**config.mk**
```make
export PLATFORM = sky130hd
export DESIGN_NAME = base58_encoder
export DESIGN_NICKNAME = d
export VERILOG_FILES = /design/src/rtl/b58_pkg.sv /design/src/rtl/b58_ctrl.sv /design/src/rtl/b58_dp.sv /design/src/rtl/base58_encoder.sv
export SDC_FILE = /design/constraint.sdc
export NUM_CORES = 1
export LEC_CHECK = 0
export BUFFER_PORTS_ARGS = -buffer_cell sky130_fd_sc_hd__buf_2
export CORE_ASPECT_RATIO = 0.8
export CORE_MARGIN = 5
export CORE_UTILIZATION = 35
export DETAILED_ROUTE_END_ITERATION = 6
export HOLD_SLACK_MARGIN = 0.05
export PLACE_DENSITY = 0.5
export SYNTH_ARGS = -nofsm -noshare
export SYNTH_HDL_FRONTEND = slang
export SYNTH_SLANG_ARGS = --single-unit
```
**constraint.sdc**
```tcl
create_clock -name clk_i -period 8.3 [get_ports clk_i]
set_input_delay 1.66 -clock clk_i [delete_from_list [all_inputs] [get_ports clk_i]]
set_output_delay 1.66 -clock clk_i [all_outputs]
set_load 0.01 [all_outputs]
```
**src/rtl/b58_pkg.sv**
```systemverilog
`timescale 1ns / 1ps
`default_nettype none
// ----------------------------------------------------------------------------
// b58_pkg
// shared types, constants and the alphabet lookup for the base58 encoder
// ----------------------------------------------------------------------------
package b58_pkg;

  localparam int unsigned RADIX     = 58;
  // q = (cur * DIV_RECIP) >> DIV_SHIFT is exact for every cur below 58 * 256
  localparam int unsigned DIV_RECIP = 1130;
  localparam int unsigned DIV_SHIFT = 16;

  localparam logic [6:0] CHAR_ONE = 7'h31;

  localparam logic [RADIX*8-1:0] ALPHABET =
    "123456789ABCDEFGHJKLMNPQRSTUVWXYZabcdefghijkmnopqrstuvwxyz";

  // input beat
  typedef struct packed {
    logic [7:0] data_byte;
    logic       last_byte;
  } b58_in_t;

  // result beat
  typedef struct packed {
    logic [6:0] code_char;
    logic       last_char;
    logic       overflow;
  } b58_out_t;

  // controller to datapath
  typedef struct packed {
    logic load;
    logic pass_start;
    logic div_step;
    logic emit_step;
  } b58_cmd_t;

  // datapath to controller
  typedef struct packed {
    logic pass_needed;
    logic pass_last;
    logic emit_last;
  } b58_sts_t;

  typedef enum logic [3:0] {
    S_LOAD  = 4'b0001,
    S_CHECK = 4'b0010,
    S_DIV   = 4'b0100,
    S_EMIT  = 4'b1000
  } b58_state_e;

  function automatic logic [6:0] b58_char(input logic [5:0] digit);
    logic [8:0] pos;
    begin
      pos = {6'(RADIX - 1) - digit, 3'b000};
      if (digit < 6'(RADIX)) begin
        b58_char = ALPHABET[pos +: 7];
      end else begin
        b58_char = CHAR_ONE;
      end
    end
  endfunction

endpackage
`default_nettype wire

```
**src/rtl/b58_ctrl.sv**
```systemverilog
`timescale 1ns / 1ps
`default_nettype none
// ----------------------------------------------------------------------------
// b58_ctrl
// sequencer for load, division passes and character emission
// ----------------------------------------------------------------------------
module b58_ctrl (
  input  wire logic              clk_i,
  input  wire logic              rst_ni,
  input  wire logic              start_i,
  input  wire logic              last_byte_i,
  input  wire b58_pkg::b58_sts_t sts_i,
  output logic                   busy_o,
  output b58_pkg::b58_cmd_t      cmd_o
);
  import b58_pkg::*;

  b58_state_e state_q, state_d;
  logic       accept;

  assign busy_o = (state_q != S_LOAD);
  assign accept = start_i & ~busy_o;

  always_comb begin
    state_d = state_q;
    cmd_o   = '0;
    unique case (state_q)
      S_LOAD: begin
        cmd_o.load = accept;
        if (accept && last_byte_i) begin
          state_d = S_CHECK;
        end
      end
      S_CHECK: begin
        if (sts_i.pass_needed) begin
          cmd_o.pass_start = 1'b1;
          state_d          = S_DIV;
        end else begin
          state_d = S_EMIT;
        end
      end
      S_DIV: begin
        cmd_o.div_step = 1'b1;
        if (sts_i.pass_last) begin
          state_d = S_CHECK;
        end
      end
      S_EMIT: begin
        cmd_o.emit_step = 1'b1;
        if (sts_i.emit_last) begin
          state_d = S_LOAD;
        end
      end
      default: begin
        state_d = S_LOAD;
      end
    endcase
  end

  always_ff @(posedge clk_i or negedge rst_ni) begin
    if (!rst_ni) begin
      state_q <= S_LOAD;
    end else begin
      state_q <= state_d;
    end
  end

endmodule
`default_nettype wire

```
**src/rtl/b58_dp.sv**
```systemverilog
`timescale 1ns / 1ps
`default_nettype none
// ----------------------------------------------------------------------------
// b58_dp
// byte store, divide-by-58 step, digit store and result stage
// ----------------------------------------------------------------------------
module b58_dp #(
  parameter int unsigned MAX_BYTES  = 40,
  parameter int unsigned MAX_DIGITS = 55
) (
  input  wire logic              clk_i,
  input  wire logic              rst_ni,
  input  wire b58_pkg::b58_in_t  in_i,
  input  wire b58_pkg::b58_cmd_t cmd_i,
  output b58_pkg::b58_sts_t      sts_o,
  output logic                   res_strobe_o,
  output b58_pkg::b58_out_t      res_o
);
  import b58_pkg::*;

  // upper bound on digit count: bits / log2(58), rounded up
  localparam int unsigned NDIG_MAX = (MAX_BYTES * 8000 + 5856) / 5857;
  localparam int unsigned BCNT_W   = $clog2(MAX_BYTES + 1);
  localparam int unsigned BIDX_W   = (MAX_BYTES > 1) ? $clog2(MAX_BYTES) : 1;
  localparam int unsigned DCNT_W   = $clog2(NDIG_MAX + 1);
  localparam int unsigned DIDX_W   = $clog2(NDIG_MAX);
  localparam int unsigned CNT_W    = $clog2(MAX_BYTES + NDIG_MAX + MAX_DIGITS + 1);

  logic [7:0]        byte_mem [MAX_BYTES];
  logic [5:0]        dig_mem  [NDIG_MAX];
  logic [7:0]        byte_rd_q;
  logic [5:0]        dig_rd_q;

  logic [BCNT_W-1:0] byte_cnt_q, zpc_q, zpc_d, start_q, idx_q, idx_nxt, first_q;
  logic              in_prefix_q, ovf_q, found_q;
  logic [DCNT_W-1:0] nd_q;
  logic [CNT_W-1:0]  k_q;
  logic [5:0]        rem_q;

  logic              room;
  logic [13:0]       cur;
  logic [24:0]       prod;
  logic [7:0]        quot;
  logic [13:0]       back;
  logic [5:0]        rem_d;
  logic [BCNT_W-1:0] new_start;

  logic [CNT_W-1:0]  total, emit_len;
  logic              k_prefix;
  logic [CNT_W-1:0]  dig_pos;

  logic              byte_we, byte_re;
  logic [BIDX_W-1:0] byte_waddr, byte_raddr;
  logic [7:0]        byte_wdata;

  logic              strobe_q, prefix_q, last_q, ovf_out_q;

  assign room  = (byte_cnt_q < BCNT_W'(MAX_BYTES));
  assign zpc_d = (in_prefix_q && room && (in_i.data_byte == 8'd0))
               ? zpc_q + BCNT_W'(1) : zpc_q;

  // one long-division step over the current byte
  assign cur   = {rem_q, byte_rd_q};
  assign prod  = 25'(cur) * 25'(DIV_RECIP);
  assign quot  = prod[DIV_SHIFT +: 8];
  assign back  = (14'(quot) << 6) - (14'(quot) << 2) - (14'(quot) << 1);
  assign rem_d = 6'(cur - back);

  assign idx_nxt   = idx_q + BCNT_W'(1);
  assign new_start = found_q ? first_q : ((quot != 8'd0) ? idx_q : byte_cnt_q);

  assign total    = CNT_W'(zpc_q) + CNT_W'(nd_q);
  assign emit_len = (total < CNT_W'(MAX_DIGITS)) ? total : CNT_W'(MAX_DIGITS);
  assign k_prefix = (k_q < CNT_W'(zpc_q));
  assign dig_pos  = total - CNT_W'(1) - k_q;

  assign sts_o.pass_needed = (start_q < byte_cnt_q);
  assign sts_o.pass_last   = (idx_nxt == byte_cnt_q);
  assign sts_o.emit_last   = (k_q + CNT_W'(1) == emit_len);

  // byte store port selection
  assign byte_we    = (cmd_i.load & room) | cmd_i.div_step;
  assign byte_waddr = cmd_i.load ? byte_cnt_q[BIDX_W-1:0] : idx_q[BIDX_W-1:0];
  assign byte_wdata = cmd_i.load ? in_i.data_byte : quot;
  assign byte_re    = cmd_i.pass_start | (cmd_i.div_step & ~sts_o.pass_last);
  assign byte_raddr = cmd_i.pass_start ? start_q[BIDX_W-1:0] : idx_nxt[BIDX_W-1:0];

  always_ff @(posedge clk_i) begin
    if (byte_we) begin
      byte_mem[byte_waddr] <= byte_wdata;
    end
    if (byte_re) begin
      byte_rd_q <= byte_mem[byte_raddr];
    end
  end

  always_ff @(posedge clk_i) begin
    if (cmd_i.div_step && sts_o.pass_last) begin
      dig_mem[nd_q[DIDX_W-1:0]] <= rem_d;
    end
    if (cmd_i.emit_step && !k_prefix) begin
      dig_rd_q <= dig_mem[dig_pos[DIDX_W-1:0]];
    end
  end

  // pass working registers and the registered result fields
  always_ff @(posedge clk_i) begin
    if (cmd_i.pass_start) begin
      idx_q   <= start_q;
      rem_q   <= 6'd0;
      first_q <= byte_cnt_q;
      found_q <= 1'b0;
    end else if (cmd_i.div_step) begin
      idx_q <= idx_nxt;
      rem_q <= rem_d;
      if (!found_q && quot != 8'd0) begin
        first_q <= idx_q;
        found_q <= 1'b1;
      end
    end
    if (cmd_i.emit_step) begin
      prefix_q  <= k_prefix;
      last_q    <= sts_o.emit_last;
      ovf_out_q <= ovf_q;
    end
  end

  always_ff @(posedge clk_i or negedge rst_ni) begin
    if (!rst_ni) begin
      byte_cnt_q  <= '0;
      zpc_q       <= '0;
      in_prefix_q <= 1'b1;
      ovf_q       <= 1'b0;
      start_q     <= '0;
      nd_q        <= '0;
      k_q         <= '0;
      strobe_q    <= 1'b0;
    end else begin
      strobe_q <= cmd_i.emit_step;
      if (cmd_i.load) begin
        zpc_q   <= zpc_d;
        start_q <= zpc_d;
        nd_q    <= '0;
        k_q     <= '0;
        if (room) begin
          byte_cnt_q <= byte_cnt_q + BCNT_W'(1);
          if (in_i.data_byte != 8'd0) begin
            in_prefix_q <= 1'b0;
          end
        end else begin
          ovf_q <= 1'b1;
        end
      end
      if (cmd_i.div_step && sts_o.pass_last) begin
        nd_q    <= nd_q + DCNT_W'(1);
        start_q <= new_start;
      end
      if (cmd_i.emit_step) begin
        k_q <= k_q + CNT_W'(1);
        if (sts_o.emit_last) begin
          byte_cnt_q  <= '0;
          zpc_q       <= '0;
          in_prefix_q <= 1'b1;
          ovf_q       <= 1'b0;
        end
      end
    end
  end

  assign res_strobe_o    = strobe_q;
  assign res_o.code_char = prefix_q ? CHAR_ONE : b58_char(dig_rd_q);
  assign res_o.last_char = last_q;
  assign res_o.overflow  = ovf_out_q;

endmodule
`default_nettype wire

```
**src/rtl/base58_encoder.sv**
```systemverilog
`timescale 1ns / 1ps
`default_nettype none
// ----------------------------------------------------------------------------
// base58_encoder
// big-endian base58 encoder, bitcoin alphabet, one character per result beat
// ----------------------------------------------------------------------------
//  channel  | ports                          | handshake
//  ---------+--------------------------------+---------------------------------
//  input    | in_i (data_byte, last_byte)    | taken when start_i high, busy_o low
//  result   | res_o (code_char, last_char,   | res_strobe_o high for one cycle,
//           |        overflow)               | always taken
//
//  a byte that is not last is taken while busy_o stays low
//  after the last byte the message is divided by 58 over and over: each
//  division pass walks the byte store from the first non-zero byte to the
//  end, one byte a cycle, after the check state has started the pass
//  characters then leave one per cycle, most significant first, in the
//  cycle after each emission step
//  the receiver cannot stall; asynchronous active-low reset returns to load
// ----------------------------------------------------------------------------
module base58_encoder #(
  parameter int unsigned MAX_BYTES  = 40,
  parameter int unsigned MAX_DIGITS = 55
) (
  input  wire logic             clk_i,
  input  wire logic             rst_ni,
  input  wire logic             start_i,
  input  wire b58_pkg::b58_in_t in_i,
  output logic                  busy_o,
  output logic                  res_strobe_o,
  output b58_pkg::b58_out_t     res_o
);
  import b58_pkg::*;

  // command and status between sequencer and datapath
  b58_cmd_t cmd;
  b58_sts_t sts;

  // sequencer: load, division passes, emission
  b58_ctrl u_ctrl (
    .clk_i       (clk_i),
    .rst_ni      (rst_ni),
    .start_i     (start_i),
    .last_byte_i (in_i.last_byte),
    .sts_i       (sts),
    .busy_o      (busy_o),
    .cmd_o       (cmd)
  );

  // datapath: stores, divide-by-58 step and the result stage
  b58_dp #(
    .MAX_BYTES  (MAX_BYTES),
    .MAX_DIGITS (MAX_DIGITS)
  ) u_dp (
    .clk_i        (clk_i),
    .rst_ni       (rst_ni),
    .in_i         (in_i),
    .cmd_i        (cmd),
    .sts_o        (sts),
    .res_strobe_o (res_strobe_o),
    .res_o        (res_o)
  );

endmodule
`default_nettype wire

```
==> out/metrics.csv <==
metric,value,unit
status,finished clean,
place_congestion,0.8310,
synth-edff-count,679,
critical_path.top_delay_family,adder cells,
cts_max_level,3,
portBuffers,22,
use_met1,25.25,%
n_fill_cell,8818,
synth-main-ff-cell,edfxtp_1,
drtIter0Drc,1834,
area_delta_synth_final,11.97,%
endpoint_kind,flop,
period_minus_slack,7275,ps
fin_nets,2479,
post-route-period-util,87.65,%
drc,0,
fin_tns_setup,0,ps
critPathMaxStageDelay,630,ps
top_usage_layer,met1,
async_reset_ff_share,5.379,%
wire_per_inst,23.05,um
max_slew_margin,17.47,%
ys_types,87,
ant_nets,0,
track_usage,16.48,%
fin_util,39.57,%
skew,23.48,ps
slowest_stage,fa_1,
gr-usage-met2,23.57,%
grt_pass1_wl,128.1,mm
syn_inst,2303,
cts-root-buf,clkbuf_16,
die_width,356.3,um
maxCapViolations,0,
dp_hpwl,55.28,mm
worstSetupPathType,reg2reg,
finalHoldViolations,0,
antenna_found_initial,4,
num_vias,19770,
critPathBufInv,9,
grt_max_degree,75,
insertion_delay,630,ps
synth-warning-count,0,
clock-sinks,725,
clk_pin_slew_worst_paths,60,ps
timing.fmax,0.1375,GHz
cts_setup_buffers,0,
grt_setup_unrepaired,false,
cts_tree,yes,
placementRows,101,
n_antenna_cell,0,
wirelength,84.56,mm
viasPerCell,5.388,
hold_path_class,reg2reg,
synth_seq_cells,725,
holdBufCountCts,0,
cts_made_buffers,78,
die_h,287.1,um
ctsLongestPathBuffers,3,
yosysTopAreaCell,edfxtp_1,
ios,23,
dieArea,0.1023,mm2
core,0.09503,mm2
ys_seq_area_share,64.04,%
cp_data_arrival_time,7630,ps
critPathRequiredTime,8650,ps
synthTopCellsByArea,"edfxtp_1 (61%), mux4_2 (6.4%), ha_1 (4.2%)",
syn_area,0.03358,mm2
first_pass_iters,6,
post_cts_resized,0,
cp-start-kind,flop,
grt_pass1_vias,20000,
grt_overflow,0,
syn_nets,2460,
synth.top_cell.area_share,60.71,%
grt_use_met3,3.762,%
crit_chain,ha_1 > ha_1 > inv_1 > fa_1 > inv_1 > fa_1 > inv_1 > fa_1 > inv_1 > ha_1 > nand2_1 > or3b_2 > a31o_2 > nand2b_1 > a21oi_1 > xnor2_1 > inv_1 > fa_1 > inv_1 > ha_2 > inv_1 > fa_1 > clkinv_1 > buf_4,
finalSetupViolCount,0,
start_util,35.34,%
syn_area_per_cell,14.58,um2
final_layout_size_suffix_gt1_share,14.06,%
worstMarginPinSlew,1227,ps
crit_fanout,24,
maxSlewViolCount,0,
path_common_cell,inv_1,
==> worst reg2reg max path, delay by kind of cell (launching register included) <==
family	cells	cell delay, ps
AO/OA/AOI/OAI	2	380
XOR/XNOR	1	230
adder cells (fa/ha/maj)	9	3640
buffers and inverters	9	1550
flip-flops	1	530
AND/OR/NAND/NOR	3	670
==> registers in the layout, indices dropped and copies added, names as in the netlist, 4 cells and up <==
name and cells:
u_dp.first_q 6, u_dp.byte_mem 320, u_dp.idx_q 6, u_dp.byte_cnt_q 6, u_dp.dig_mem 330, u_ctrl.state_q 4, u_dp.start_q 6, u_dp.nd_q 6
u_dp.byte_rd_q 8, u_dp.zpc_q 6, u_dp.dig_rd_q 6, u_dp.k_q 8, u_dp.rem_q 6
==> cells in the mapped netlist, drive strengths merged, types with 7 or more instances <==
master and number:
a211oi 33, and4 9, and3 19, a2bb2oi 8, ha 114, o221ai 8
a2111oi 13, xnor2 43, dfxtp 7, nand2b 9, nor2b 13, o21ai 100
mux4 96, clkbuf 63, o31ai 15, a21o 14, a21oi 71, o2111ai 8
nor2 165, mux2 25, a31oi 20, nand3b 17, xor2 15, nand4 33
mux2i 85, fa 31, nor4 19, nand3 63, and2 8, a32oi 24
nand2 171, nor3 19, edfxtp 679, dfrtp 37, o22a 8, inv 115
buf 56
==> cells in the final DEF, fill, tap and decap left out, drive strengths merged, types with 63 or more instances in the layout <==
cell type | synthesis | layout
edfxtp | 679 | 679
ha | 114 | 114
a21oi | 71 | 71
clkbuf | 63 | 104
nand2 | 171 | 171
o21ai | 100 | 100
inv | 115 | 118
mux4 | 96 | 96
nand3 | 63 | 63
mux2i | 85 | 85
nor2 | 165 | 165
==> layout make-up <==
cell class	count	area (um2)	share of cell area [%]
Tap cell	1287	1610	4.282
Timing Repair Buffer	58	392.9	1.045
Clock buffer	104	2092	5.563
Multi-Input combinational cell	1341	11220	29.85
Clock inverter	36	329.1	0.8751
Sequential cell	725	21510	57.20
Inverter	118	447.9	1.191
==> kinds of logic after synthesis <==
family / Yosys count / synth area share [%]
adders and majority gates: 145 / 6.095
AOI/OAI and AO/OA: 364 / 7.325
DFF: 725 / 64.04
xor gates and xnor gates: 58 / 1.513
buffers and inverters: 237 / 3.033
and+or+nand+nor: 568 / 8.170
muxes: 206 / 9.821
==> per-layer routing <==
| layer | wire [um] | vias up |
|---|---|---|
| met5 | 0 | - |
| met4 | 1817 | 0 |
| li1 | - | 8919 |
| met3 | 6066 | 128 |
| met1 | 40890 | 10120 |
| met2 | 35790 | 604 |
==> metrics by stage <==
step	worst slack, ps	instances	instance area (um2)	hold slack, ps
after floorplan	428.2	2303	33580	425.7
after global placement	1131	3529	35180	453.5
after detailed placement	1019	3529	35180	442.1
final	1025	3669	37600	454.8
after global routing	703.2	3669	37600	478.2
after CTS	978.0	3669	37600	456.1
==> path summary, 6_finish.rpt <==
check	startpoint	endpoint	slack [ps]	depth (start not counted)
min in group asynchronous	rst_ni	u_dp.k_q[7]	1190	1
max in group asynchronous	rst_ni	u_dp.byte_cnt_q[2]	6520	1
worst max-delay path	u_dp.byte_rd_q[5]	u_dp.dig_mem[9][3]	1020	24
worst min register to register	u_dp.ovf_q	u_dp.ovf_out_q	450	0
worst min-delay path	u_dp.ovf_q	u_dp.ovf_out_q	450	0
worst max register to register	u_dp.byte_rd_q[5]	u_dp.dig_mem[9][3]	1020	24
Power is left out: the tool's default activity adds up to more than one toggle a clock period on the data nets, which glitch-free logic cannot reach.
